File: config.mk
export PLATFORM = sky130hd
export DESIGN_NAME = sts_ctrl
export DESIGN_NICKNAME = d
export VERILOG_FILES = /design/src/design/sts_pkg.sv /design/src/design/sts_ctrl.sv
export SDC_FILE = /design/constraint.sdc
export NUM_CORES = 1
export LEC_CHECK = 0
export BUFFER_PORTS_ARGS = -buffer_cell sky130_fd_sc_hd__buf_2
export CORE_AREA = 3 3 40 42
export CTS_CLUSTER_SIZE = 20
export DETAILED_ROUTE_END_ITERATION = 10
export DIE_AREA = 0 0 43 45
export GPL_TIMING_DRIVEN = 0
export PLACE_DENSITY_LB_ADDON = 0.25
export SLEW_MARGIN = 10
export SYNTH_ARGS = -nofsm -noshare
export SYNTH_HDL_FRONTEND = slang
export SYNTH_SLANG_ARGS = --single-unit
File: constraint.sdc
create_clock -name i_clk -period 1.4 [get_ports i_clk]
set_input_delay 0.28 -clock i_clk [delete_from_list [all_inputs] [get_ports i_clk]]
set_output_delay 0.28 -clock i_clk [all_outputs]
set_load 0.01 [all_outputs]
File: src/design/sts_pkg.sv
`timescale 1ns / 1ps
// Shared types and constants for the sorted timeout scheduler.
// Depends on nothing; every other file of the block imports it.
package sts_pkg;

    // Field widths of the item and result transfers.
    localparam int TIME_W = 32;
    localparam int DUR_W  = 31;
    localparam int TAG_W  = 16;
    localparam int KIND_W = 2;

    // Default table size and the limit on expiries per tick.
    localparam int SLOT_COUNT_DEF = 16;
    localparam int MAX_OUT        = 16;
    localparam int KW             = $clog2(MAX_OUT + 1);

    // Result kinds.
    typedef enum logic [KIND_W-1:0] {
        KIND_ACCEPTED = 2'd0,
        KIND_REJECTED = 2'd1,
        KIND_EXPIRED  = 2'd2
    } t_kind;

    // Controller states.
    typedef enum logic [2:0] {
        ST_IDLE,
        ST_WALK,
        ST_WRITE,
        ST_SET_OUT,
        ST_TICK
    } t_state;

    // One stored timeout, apart from its link.
    typedef struct packed {
        logic [TIME_W-1:0] deadline;
        logic [TAG_W-1:0]  tag;
        logic              cls;
    } t_entry;

    // Commands from the controller to the datapath.
    typedef struct packed {
        logic track_head;
        logic start_set;
        logic start_tick;
        logic walk;
        logic write_slot;
        logic link_prev;
        logic out_set;
        logic pop;
        logic out_exp;
        logic out_last;
    } t_dp_cmd;

    // Status from the datapath to the controller.
    typedef struct packed {
        logic scan_done;
        logic found;
        logic walk_done;
        logic out_free;
        logic k_zero;
        logic next_due;
    } t_dp_sts;

endpackage

File: src/design/sts_ctrl.sv
`timescale 1ns / 1ps
// Controller of the sorted timeout scheduler: sequences set and tick items.
// Depends on sts_pkg for the state, command and status types.
module sts_ctrl import sts_pkg::*; (
    input  logic    i_clk,
    input  logic    i_rst_n,
    input  logic    i_in_valid,
    input  logic    i_in_mode,
    input  t_dp_sts i_sts,
    output logic    o_in_ready,
    output t_dp_cmd o_cmd
);

    t_state r_state;
    t_state n_state;

    // State register.
    always_ff @(posedge i_clk) begin
        if (!i_rst_n) begin
            r_state <= ST_IDLE;
        end else begin
            r_state <= n_state;
        end
    end

    // Next state and commands.
    always_comb begin
        n_state    = r_state;
        o_in_ready = 1'b0;
        o_cmd      = '0;
        case (r_state)
            ST_IDLE: begin
                o_in_ready       = 1'b1;
                o_cmd.track_head = 1'b1;
                if (i_in_valid) begin
                    if (i_in_mode) begin
                        o_cmd.start_set = 1'b1;
                        n_state         = ST_WALK;
                    end else begin
                        o_cmd.start_tick = 1'b1;
                        n_state          = ST_TICK;
                    end
                end
            end
            ST_WALK: begin
                o_cmd.walk = 1'b1;
                if (i_sts.scan_done && i_sts.walk_done) begin
                    n_state = i_sts.found ? ST_WRITE : ST_SET_OUT;
                end
            end
            ST_WRITE: begin
                o_cmd.write_slot = 1'b1;
                n_state          = ST_SET_OUT;
            end
            ST_SET_OUT: begin
                // The predecessor's link is rewritten while the result waits for space.
                o_cmd.link_prev = i_sts.found;
                if (i_sts.out_free) begin
                    o_cmd.out_set = 1'b1;
                    n_state       = ST_IDLE;
                end
            end
            ST_TICK: begin
                if (i_sts.k_zero) begin
                    if (i_sts.next_due) begin
                        o_cmd.pop = 1'b1;
                    end else begin
                        n_state = ST_IDLE;
                    end
                end else if (i_sts.out_free) begin
                    // Send the held expiry; it is the last one unless another is due.
                    o_cmd.out_exp = 1'b1;
                    if (i_sts.next_due) begin
                        o_cmd.pop = 1'b1;
                    end else begin
                        o_cmd.out_last = 1'b1;
                        n_state        = ST_IDLE;
                    end
                end
            end
            default: begin
                n_state = ST_IDLE;
            end
        endcase
    end

endmodule

==> flow_summary.yaml <==
run_status:
  status: "finished, violations left"
  violations: "setup timing"
grt:
  grt_overflow: 0
  grt_pass1_wl_mm: 1.25
  grt_pass1_vias: 300
  grt_usage_pct: 8.73
  grt_max_degree: 7
  antenna_found_initial: 0
clock_network:
  worst_setup_hold_path_clk_slew_ns: 0.04
  clk_latency_ns: 0.23
  cts_tree: "done"
  cts_buffer_depth: 2
  root_buffer: "clkbuf_4"
  numCtsBuffers: 3
  clkSinkCount: 3
  cts.hold.buffers_added: 0
  htreeDepth: 1
routing:
  wl_met2_microns: 369
  wl_per_cell_microns: 10.3
  maxUsedRoutingLayer: "met3"
  drc: 0
  wl_met1_microns: 349
  wl_microns: 785
  vias: 358
  dr.pass1.iters: 3
  drt-initial-drc-count: 5
  via_per_inst: 4.71
  drt.antenna.violating_nets: 0
  wl_met3_microns: 66
timing:
  finalHoldViolCount: 0
  tightestPinTransition_ns: 0.428
  fin_skew_ns: 0.00201
  tns_ns: -0.0425
  clock.fmax_ghz: 0.693
  timing.final.crit_share_pct: 103
  setup_ws_ns: -0.0425
  relSlewSlack_pct: 71.4
  period_needed_ns: 1.44
  grt_setup_unrepaired: "yes"
  slew_violations: 0
  setup_violations: 1
die:
  io_pins: 21
  rows: 13
  floorplan.initialDensity_pct: 22.6
  die_w_microns: 43
  core_area_sq_um: 1280
  die_y_microns: 45
  fp.dieArea_sq_um: 1940
placed_design:
  gp_congestion: 0.676
  hpwl_microns: 590
  dpl_worst_slack_ns: -0.155
  io_buffers: 20
  dpl.cell_count: 68
final_layout:
  syn_to_final_growth_pct: 78.4
  largest_register_ffs: 3
  stdcell_count: 76
  nNetsFinal: 72
  antenna_cells: 0
  top_register: "r_state"
  drive_gt1_share_pct: 72.1
  top_regs: "r_state x3"
  utilization_pct: 40.3
synthesis:
  postSynthCellCount: 33
  syn_avg_cell_area_sq_um: 8.80
  ys_seq_area_share_pct: 20.7
  synthesis.area_sq_um: 290
  synth.distinct_cells: 20
  ys_ff_latch: 3
  yosys_warnings: 0
  syn-num-nets: 43
worst_setup_path:
  required_ns: 1.12
  startpoint_type: "register"
  critPathKind: "reg -> out"
  critPathCaptureType: "primary output"
  arrival_ns: 1.16
  worstPathMaxFanout: 5
pwr:
  clkPwrFrac_pct: 32.0
  p_comb_share_pct: 43.8
  switching_share_pct: 32.8
  p_switching_w: 0.000156
  leakage_nw: 0.273
  seqPwrFrac_pct: 24.2
  cellInternalPower_w: 0.000319
  power_density_nw_per_um2: 917
  max-vdd-ir-drop_uv: 264
min_path:
  hold_class: "in -> reg"
run:
  drv_cap: 0
## power by group through the flow
stage	Clock, W	Sequential, W	Combinational, W
2_1_floorplan	0	0.000107	0.000104
3_3_place_gp	0	0.000111	0.000158
3_5_place_dp	0	0.000112	0.000158
5_1_grt	0.000169	0.000117	0.000227
6_report	0.000152	0.000115	0.000208
4_1_cts	0.000160	0.000115	0.000198
## metal layers
| layer | up-vias | track usage, % |
|---|---|---|
| li1 | 184 | - |
| met1 | 160 | 10.6 |
| met2 | 14 | 13.5 |
| met3 | 0 | 3.98 |
| met4 | 0 | 3.61 |
| met5 | - | 0 |
## cell usage after synthesis
cell type  number  share of area, %
nand2_1         3               3.9
a221oi_2        1               5.2
and2_1          1               2.2
and4b_2         2               7.8
nor3b_1         4                10
o221a_1         1               3.9
dfxtp_1         3                21
o211a_1         1               3.4
o21ai_0         1               1.7
a2111oi_2       1               5.2
nor2_1          2               2.6
buf_2           1               1.7
and3_1          3               6.5
mux2_4          1               5.2
a21oi_1         1               1.7
buf_4           1               2.6
inv_1           2               2.6
nor4b_2         1               5.2
nor3b_2         1               4.3
nor3_1          2               3.4
## what timing repair did
action	CTS	global route
endpoints found under the hold margin	0	0
buffers inserted	4	0
gates resized for setup	12	3
pin swaps	2	0
endpoints found under the setup margin	10	10
## critical path, cell delays in order, from the launching register on
cell,delay [ns]
dfxtp_4,0.36
nor2_4,0.12
nand2_2,0.08
nor4b_2,0.20
buf_2,0.17
## cell usage in the layout (no fill, tap or decap), drive strengths merged
master	n
and3	3
mux2	1
nor4b	1
dfxtp	3
a221oi	1
nor3b	5
o21ai	1
inv	2
clkbuf	4
nor3	2
a21oi	1
and4b	2
buf	26
nand2	3
o211a	1
and2	1
nor2	2
o221a	1
a2111oi	1
## worst paths after layout
check                                               end  cells after the start                     from  slack [ns]
worst max-delay path                           o_cmd[0]                      4  r_state[1]$_SDFFE_PN0P_       -0.04
worst min-delay path            r_state[2]$_SDFFE_PN0P_                      3                  i_rst_n        0.29
worst max register to register  r_state[0]$_SDFFE_PN0P_                      4  r_state[1]$_SDFFE_PN0P_        0.10
worst min register to register  r_state[0]$_SDFFE_PN0P_                      2  r_state[0]$_SDFFE_PN0P_        0.70
## final cells by class
type                    count  area (sq um)
fillers                   135           767
multi-input cells          26           241
repair buffers             24           136
flip-flops and latches      3          68.8
clock buffers               4          26.3
plain buffers               2          18.8
well taps                  15          18.8
inverters                   2          7.51
## per-stage QoR
| stage | cell area, sq um | hold WS, ns | total power [W] |
|---|---|---|---|
| finish | 518 | 0.287 | 0.000475 |
| global route | 518 | 0.284 | 0.000513 |
| global placement | 409 | 0.534 | 0.000269 |
| detailed placement | 409 | 0.535 | 0.000270 |
| floorplan | 290 | 0.398 | 0.000211 |
| CTS | 502 | 0.278 | 0.000474 |
## kinds of logic after synthesis
| group | after synthesis | share of synthesized area [%] |
|---|---|---|
| muxes | 1 | 5.17 |
| AOI/OAI and AO/OA | 6 | 21.1 |
| buffers and inverters | 4 | 6.90 |
| DFF | 3 | 20.7 |
| and+or+nand+nor | 19 | 46.1 |
Note: power is estimated with default switching activity, not from simulation.
