--- config.mk ---
export PLATFORM = sky130hd
export DESIGN_NAME = sts_datapath
export DESIGN_NICKNAME = d
export VERILOG_FILES = /design/src/design/sts_pkg.sv /design/src/design/sts_datapath.sv
export SDC_FILE = /design/constraint.sdc
export NUM_CORES = 2
export LEC_CHECK = 0
export BUFFER_PORTS_ARGS = -buffer_cell sky130_fd_sc_hd__buf_2
export CAP_MARGIN = 15
export CORE_ASPECT_RATIO = 1.4
export CORE_MARGIN = 3
export CORE_UTILIZATION = 64
export DETAILED_ROUTE_END_ITERATION = 8
export PLACE_DENSITY = 0.9
export SYNTH_ARGS = -nofsm -noshare
export SYNTH_HDL_FRONTEND = slang
export SYNTH_SLANG_ARGS = --single-unit
--- constraint.sdc ---
create_clock -name i_clk -period 11.1 [get_ports i_clk]
set_input_delay 1.665 -clock i_clk [delete_from_list [all_inputs] [get_ports i_clk]]
set_output_delay 1.665 -clock i_clk [all_outputs]
set_load 0.03 [all_outputs]
--- src/design/sts_pkg.sv ---
`timescale 1ns / 1ps
// Shared types and constants for the sorted timeout scheduler.
// Depends on nothing; every other file of the block imports it.
package sts_pkg;

    // Field widths of the item and result transfers.
    localparam int TIME_W = 32;
    localparam int DUR_W  = 31;
    localparam int TAG_W  = 16;
    localparam int KIND_W = 2;

    // Default table size and the limit on expiries per tick.
    localparam int SLOT_COUNT_DEF = 16;
    localparam int MAX_OUT        = 16;
    localparam int KW             = $clog2(MAX_OUT + 1);

    // Result kinds.
    typedef enum logic [KIND_W-1:0] {
        KIND_ACCEPTED = 2'd0,
        KIND_REJECTED = 2'd1,
        KIND_EXPIRED  = 2'd2
    } t_kind;

    // Controller states.
    typedef enum logic [2:0] {
        ST_IDLE,
        ST_WALK,
        ST_WRITE,
        ST_SET_OUT,
        ST_TICK
    } t_state;

    // One stored timeout, apart from its link.
    typedef struct packed {
        logic [TIME_W-1:0] deadline;
        logic [TAG_W-1:0]  tag;
        logic              cls;
    } t_entry;

    // Commands from the controller to the datapath.
    typedef struct packed {
        logic track_head;
        logic start_set;
        logic start_tick;
        logic walk;
        logic write_slot;
        logic link_prev;
        logic out_set;
        logic pop;
        logic out_exp;
        logic out_last;
    } t_dp_cmd;

    // Status from the datapath to the controller.
    typedef struct packed {
        logic scan_done;
        logic found;
        logic walk_done;
        logic out_free;
        logic k_zero;
        logic next_due;
    } t_dp_sts;

endpackage

--- src/design/sts_datapath.sv ---
`timescale 1ns / 1ps
// Datapath of the sorted timeout scheduler: time counter, entry memories, busy bits,
// free-slot scan, list walk and the result register. Depends on sts_pkg.
module sts_datapath import sts_pkg::*; #(
    parameter int SLOT_COUNT = SLOT_COUNT_DEF
) (
    input  logic              i_clk,
    input  logic              i_rst_n,
    input  t_dp_cmd           i_cmd,
    output t_dp_sts           o_sts,
    input  logic [DUR_W-1:0]  i_duration,
    input  logic [TAG_W-1:0]  i_tag,
    input  logic              i_class,
    input  logic              i_out_ready,
    output logic              o_out_valid,
    output logic [KIND_W-1:0] o_kind,
    output logic [TAG_W-1:0]  o_tag,
    output logic              o_class,
    output logic [TIME_W-1:0] o_deadline,
    output logic              o_last
);

    localparam int IW = $clog2(SLOT_COUNT);
    localparam int PW = $clog2(SLOT_COUNT + 1);
    localparam logic [PW-1:0] EMPTY     = PW'(SLOT_COUNT);
    localparam logic [IW-1:0] LAST_SLOT = IW'(SLOT_COUNT - 1);

    // Entry memories; a link equal to EMPTY ends the list.
    t_entry              r_pay_mem  [SLOT_COUNT];
    logic [PW-1:0]       r_link_mem [SLOT_COUNT];

    logic [TIME_W-1:0]   r_time;
    logic [TIME_W-1:0]   r_when;
    logic [TAG_W-1:0]    r_tag;
    logic                r_class;
    logic [SLOT_COUNT-1:0] r_busy;
    logic [PW-1:0]       r_head;
    logic [IW-1:0]       r_free;
    logic [PW-1:0]       r_cur;
    logic [PW-1:0]       n_cur;
    logic [PW-1:0]       r_prev;
    logic [IW-1:0]       r_scan;
    logic [IW-1:0]       r_scan_cnt;
    logic                r_scan_done;
    logic                r_found;
    logic                r_walk_done;
    logic [KW-1:0]       r_k;
    t_entry              r_rd_pay;
    logic [PW-1:0]       r_rd_link;
    t_entry              r_pend;
    logic                r_out_valid;
    logic [KIND_W-1:0]   r_out_kind;
    t_entry              r_out_pay;
    logic                r_out_last;

    logic                cur_valid;
    logic                prev_valid;
    logic [TIME_W-1:0]   diff_new;
    logic [TIME_W-1:0]   diff_now;
    logic                new_first;
    logic                is_due;
    logic                walk_adv;
    logic                out_free;
    logic [IW-1:0]       rd_idx;

    // Ordering and due tests on the entry that was just read.
    assign cur_valid  = r_cur < EMPTY;
    assign prev_valid = r_prev < EMPTY;
    assign diff_new   = r_when - r_rd_pay.deadline;
    assign diff_now   = r_time - r_rd_pay.deadline;
    assign new_first  = diff_new[TIME_W-1];
    assign is_due     = !diff_now[TIME_W-1];
    assign walk_adv   = i_cmd.walk && !r_walk_done && cur_valid && !new_first;
    assign out_free   = !r_out_valid || i_out_ready;

    // The read address is the cursor's next value, so the read data always matches r_cur.
    always_comb begin
        if (i_cmd.track_head) begin
            n_cur = r_head;
        end else if (walk_adv || i_cmd.pop) begin
            n_cur = r_rd_link;
        end else begin
            n_cur = r_cur;
        end
    end

    assign rd_idx = (n_cur < EMPTY) ? n_cur[IW-1:0] : '0;

    // Status towards the controller.
    always_comb begin
        o_sts.scan_done = r_scan_done;
        o_sts.found     = r_found;
        o_sts.walk_done = r_walk_done;
        o_sts.out_free  = out_free;
        o_sts.k_zero    = (r_k == '0);
        o_sts.next_due  = cur_valid && is_due && (r_k < KW'(MAX_OUT));
    end

    // Entry memories: one write port each, registered read.
    always_ff @(posedge i_clk) begin
        if (i_cmd.write_slot) begin
            r_pay_mem[r_scan]  <= '{deadline: r_when, tag: r_tag, cls: r_class};
            r_link_mem[r_scan] <= r_cur;
        end else if (i_cmd.link_prev && prev_valid) begin
            r_link_mem[r_prev[IW-1:0]] <= PW'(r_scan);
        end
        r_rd_pay  <= r_pay_mem[rd_idx];
        r_rd_link <= r_link_mem[rd_idx];
    end

    // Control state: time, busy bits, list head, scan and walk progress.
    always_ff @(posedge i_clk) begin
        if (!i_rst_n) begin
            r_time      <= '0;
            r_busy      <= '0;
            r_head      <= EMPTY;
            r_free      <= '0;
            r_cur       <= EMPTY;
            r_prev      <= EMPTY;
            r_scan      <= '0;
            r_scan_cnt  <= '0;
            r_scan_done <= 1'b0;
            r_found     <= 1'b0;
            r_walk_done <= 1'b0;
            r_k         <= '0;
            r_out_valid <= 1'b0;
        end else begin
            r_cur <= n_cur;

            if (i_cmd.start_tick) begin
                r_time <= r_time + 1'b1;
                r_k    <= '0;
            end

            if (i_cmd.start_set) begin
                r_scan      <= r_free;
                r_scan_cnt  <= '0;
                r_scan_done <= 1'b0;
                r_found     <= 1'b0;
                r_walk_done <= 1'b0;
                r_prev      <= EMPTY;
            end

            // One slot of the round-robin free search per cycle.
            if (i_cmd.walk && !r_scan_done) begin
                if (!r_busy[r_scan]) begin
                    r_scan_done <= 1'b1;
                    r_found     <= 1'b1;
                end else if (r_scan_cnt == LAST_SLOT) begin
                    r_scan_done <= 1'b1;
                end else begin
                    r_scan     <= (r_scan == LAST_SLOT) ? '0 : r_scan + 1'b1;
                    r_scan_cnt <= r_scan_cnt + 1'b1;
                end
            end

            // One list entry of the insertion walk per cycle.
            if (i_cmd.walk && !r_walk_done) begin
                if (walk_adv) begin
                    r_prev <= r_cur;
                end else begin
                    r_walk_done <= 1'b1;
                end
            end

            if (i_cmd.write_slot) begin
                r_busy[r_scan] <= 1'b1;
                r_free         <= r_scan;
                if (!prev_valid) begin
                    r_head <= PW'(r_scan);
                end
            end

            if (i_cmd.pop) begin
                r_busy[r_cur[IW-1:0]] <= 1'b0;
                r_head                <= r_rd_link;
                r_k                   <= r_k + 1'b1;
            end

            if (i_cmd.out_set || i_cmd.out_exp) begin
                r_out_valid <= 1'b1;
            end else if (i_out_ready) begin
                r_out_valid <= 1'b0;
            end
        end
    end

    // Item capture, pending expiry and the result register.
    always_ff @(posedge i_clk) begin
        if (i_cmd.start_set) begin
            r_when  <= r_time + {1'b0, i_duration};
            r_tag   <= i_tag;
            r_class <= i_class;
        end
        if (i_cmd.pop) begin
            r_pend <= r_rd_pay;
        end
        if (i_cmd.out_set) begin
            r_out_kind <= r_found ? KIND_ACCEPTED : KIND_REJECTED;
            r_out_pay  <= '{deadline: r_when, tag: r_tag, cls: r_class};
            r_out_last <= 1'b1;
        end else if (i_cmd.out_exp) begin
            r_out_kind <= KIND_EXPIRED;
            r_out_pay  <= r_pend;
            r_out_last <= i_cmd.out_last;
        end
    end

    assign o_out_valid = r_out_valid;
    assign o_kind      = r_out_kind;
    assign o_tag       = r_out_pay.tag;
    assign o_class     = r_out_pay.cls;
    assign o_deadline  = r_out_pay.deadline;
    assign o_last      = r_out_last;

    // A non-empty list always starts at an occupied slot.
    a_head_busy: assert property (@(posedge i_clk) disable iff (!i_rst_n)
        (r_head < EMPTY) |-> r_busy[r_head[IW-1:0]])
        else $error("list head points at a free slot");

    // Only an occupied entry at the cursor can be removed.
    a_pop_valid: assert property (@(posedge i_clk) disable iff (!i_rst_n)
        i_cmd.pop |-> (cur_valid && r_busy[r_cur[IW-1:0]]))
        else $error("expiry taken from an invalid cursor");

    // A new timeout is only written into a free slot that the scan found.
    a_write_free: assert property (@(posedge i_clk) disable iff (!i_rst_n)
        i_cmd.write_slot |-> (r_found && r_scan_done && r_walk_done && !r_busy[r_scan]))
        else $error("slot written without a completed free search");

    // A result is never loaded over one that has not been transferred.
    a_out_load: assert property (@(posedge i_clk) disable iff (!i_rst_n)
        (i_cmd.out_set || i_cmd.out_exp) |-> out_free)
        else $error("result register overwritten");

    // Expiries per tick stay within the limit.
    a_k_bound: assert property (@(posedge i_clk) disable iff (!i_rst_n)
        r_k <= KW'(MAX_OUT))
        else $error("too many expiries in one tick");

endmodule

==> results.json <==
{
  "tightestPinTransition_ps": 1280,
  "post_cts_buffers": 0,
  "ys_warn_count": 0,
  "synth_top_area_share_pct": 64.6,
  "area_growth_pct": 9.73,
  "ys_ff_latch": 1152,
  "crit_arrival_ps": 7010,
  "status": "complete, no violations",
  "ctsHoldBuffers": 0,
  "grt_max_degree": 217,
  "syn-num-nets": 3512,
  "coreArea_um2": 72900,
  "fillers": 4168,
  "hold_violations": 0,
  "syn_avg_cell_area_um2": 14.1,
  "worst_ir_drop_vdd_v": 0.000126,
  "die_area_um2": 76900,
  "async_flop_share_pct": 0,
  "ys_types": 71,
  "fmax_mhz": 155,
  "gp_congestion": 0.842,
  "seq_area_frac_synth_pct": 70.5,
  "first_iter_violations": 4853,
  "initial_core_util_pct": 64.6,
  "maxSlewHeadroom_pct": 14.4,
  "required_ps": 11650,
  "port_buffers": 119,
  "setup_viol": 0,
  "fin_area_um2": 51700,
  "synth_area_um2": 47100,
  "period_minus_slack_ps": 6460,
  "wl_per_cell_um": 29.1,
  "cts_sinks": 1152,
  "synth.top_cells.by_area": "edfxtp_1 65%, dfxtp_1 5.9%, ha_1 2.6%",
  "synthFlopType": "edfxtp_1",
  "cap_violations": 0,
  "grtUsageTotal_pct": 32.9,
  "p_leak_nw": 17.3,
  "cts.path.max_buffers": 3,
  "drc": 0,
  "routed_wirelength_mm": 130,
  "worstSetupPathType": "flip-flop to flip-flop",
  "post-route-period-util_pct": 58.2,
  "grt_pass1_wl_mm": 193,
  "maxSlewViolCount": 0,
  "grt_pass1_vias": 32700,
  "vias_per_cell": 7.23,
  "dpl-instance-area_um2": 48300,
  "finalPower_mw": 10.1,
  "ios": 120,
  "clock_latency_ps": 700,
  "synth_edf_count": 1013,
  "crit_path_end_kind": "flip-flop",
  "ff2ff_setup_slack_ps": 4640,
  "antenna_found_initial": 4,
  "hold_path_class": "flip-flop to flip-flop",
  "die_h_um": 327,
  "rsz0062_at_grt": "false",
  "fin_nets": 3566,
  "overflow": 0,
  "via_count": 32100,
  "clk_root_buffer_cell": "clkbuf_16",
  "first_pass_iters": 7,
  "start_kind": "flip-flop",
  "skew_ps": 43.3,
  "cp_max_fo": 39,
  "synth_common_cells": "1013 x edfxtp_1, 279 x nand2_1, 188 x nand3_1",
  "clk_pin_slew_worst_paths_ps": 70,
  "syn_inst": 3351,
  "synth_top_area_cell": "edfxtp_1",
  "post_cts_resized": 0,
  "post-synth-top-count-cell": "edfxtp_1",
  "power_density_nw_per_um2": 195,
  "dp.final_hpwl_mm": 68.0,
  "drive_gt1_share_pct": 12.8,
  "numCtsBuffers": 101,
  "antenna_left": 0,
  "rows": 117,
  "cts_tree": "built",
  "fin_setup_tns_ps": 0,
  "die_x_um": 235,
  "cts.htree.levels": 3
}
==> placed cells by master, fill, tap and decap left out, types with 19 or more instances in the layout <==
cell type and count:
a21o_1 24, a21oi_1 126, a22oi_1 43, a311oi_1 56, a31o_1 50, a31oi_1 64
buf_2 117, buf_4 44, clkbuf_1 26, clkbuf_16 101, dfxtp_1 139, edfxtp_1 1013
ha_1 99, inv_1 54, mux2_2 52, nand2_1 277, nand2b_1 24, nand3_1 187
nand4_1 19, nor2_1 111, nor3_1 71, nor4_1 56, o211ai_1 113, o21a_1 62
o21ai_0 117, o21ai_1 43, o22a_1 54, o22ai_1 55, xnor2_1 23, xor2_1 31
==> path summary, 6_finish.rpt <==
check,start,end,depth (start not counted)
setup / recovery,r_when[22],r_rd_pay[12],14
hold / removal,r_rd_pay[13],r_pend[13],0
setup reg to reg,r_when[22],r_rd_pay[12],14
hold reg to reg,r_rd_pay[13],r_pend[13],0
==> report_power, final <==
part | internal [mW] | switching (mW) | total, mW
Clock | 2.01 | 1.59 | 3.59
Sequential | 4.96 | 0.184 | 5.15
Combinational | 0.394 | 0.928 | 1.32
Total | 7.36 | 2.70 | 10.1
==> worst max-delay path: stages (launching register included) <==
cell and delay [ps]:
edfxtp_1 730, ha_1 370, a21oi_1 170, o21ai_1 130, a221o_1 350, a211o_1 420, a2111oi_4 510, nor3_2 180
mux2_2 700, buf_4 690, nand3_2 900, buf_4 620, o21a_1 250, o211ai_1 110, a22oi_1 160
==> layout make-up <==
class / instances / area (µm²) / share of cell area, %
sequential: 1152 / 33200 / 64.2
multi-input combinational: 1930 / 12700 / 24.7
clock buffer: 139 / 2790 / 5.40
tap: 952 / 1190 / 2.30
timing repair buffer: 164 / 967 / 1.87
clock inverter: 50 / 579 / 1.12
inverter: 56 / 210 / 0.407
antenna: 3 / 7.51 / 0.0145
==> kinds of logic (layout without fill, tap and decap cells) <==
| logic type | after synthesis | in the layout | synth area share [%] |
|---|---|---|---|
| AO/OA/AOI/OAI | 874 | 874 | 12.9 |
| XOR/XNOR | 54 | 54 | 1.00 |
| adder cells (fa/ha/maj) | 100 | 100 | 2.67 |
| buffers and inverters | 269 | 409 | 2.72 |
| flip-flops | 1152 | 1152 | 70.5 |
| multiplexers | 67 | 67 | 1.69 |
| other | 0 | 3 | 0 |
| AND/OR/NAND/NOR | 835 | 835 | 8.51 |
==> registers in the layout (all words and copies together), names as in the netlist, 2 cells and up <==
name	cells
o_deadline	32
o_kind	2
o_tag	16
r_busy	16
r_cur	5
r_free	4
r_head	5
r_k	5
r_link_mem	80
r_pay_mem	784
r_pend	49
r_prev	5
r_rd_link	5
r_rd_pay	49
r_scan	4
r_scan_cnt	4
r_tag	16
r_time	32
r_when	32
==> per-layer routing <==
metal	track usage, %	wire length (µm)	up-vias
met1	39.3	41300	15300
met2	55.0	63500	2937
met4	21.9	8770	4
met3	6.33	15900	677
met5	0	23	-
li1	-	-	13200
==> stage by stage <==
step / setup slack (ps) / utilization [%] / hold slack [ps] / std cells
after floorplan: 6580 / - / 386 / 3351
after global placement: 4840 / 66.3 / 391 / 4253
after detailed placement: 4590 / 66.3 / 393 / 4253
after CTS: 4790 / 70.9 / 409 / 4442
after global routing: 4410 / 70.9 / 415 / 4445
final: 4640 / 70.9 / 407 / 4446
Power figures use the tool's default switching activity.
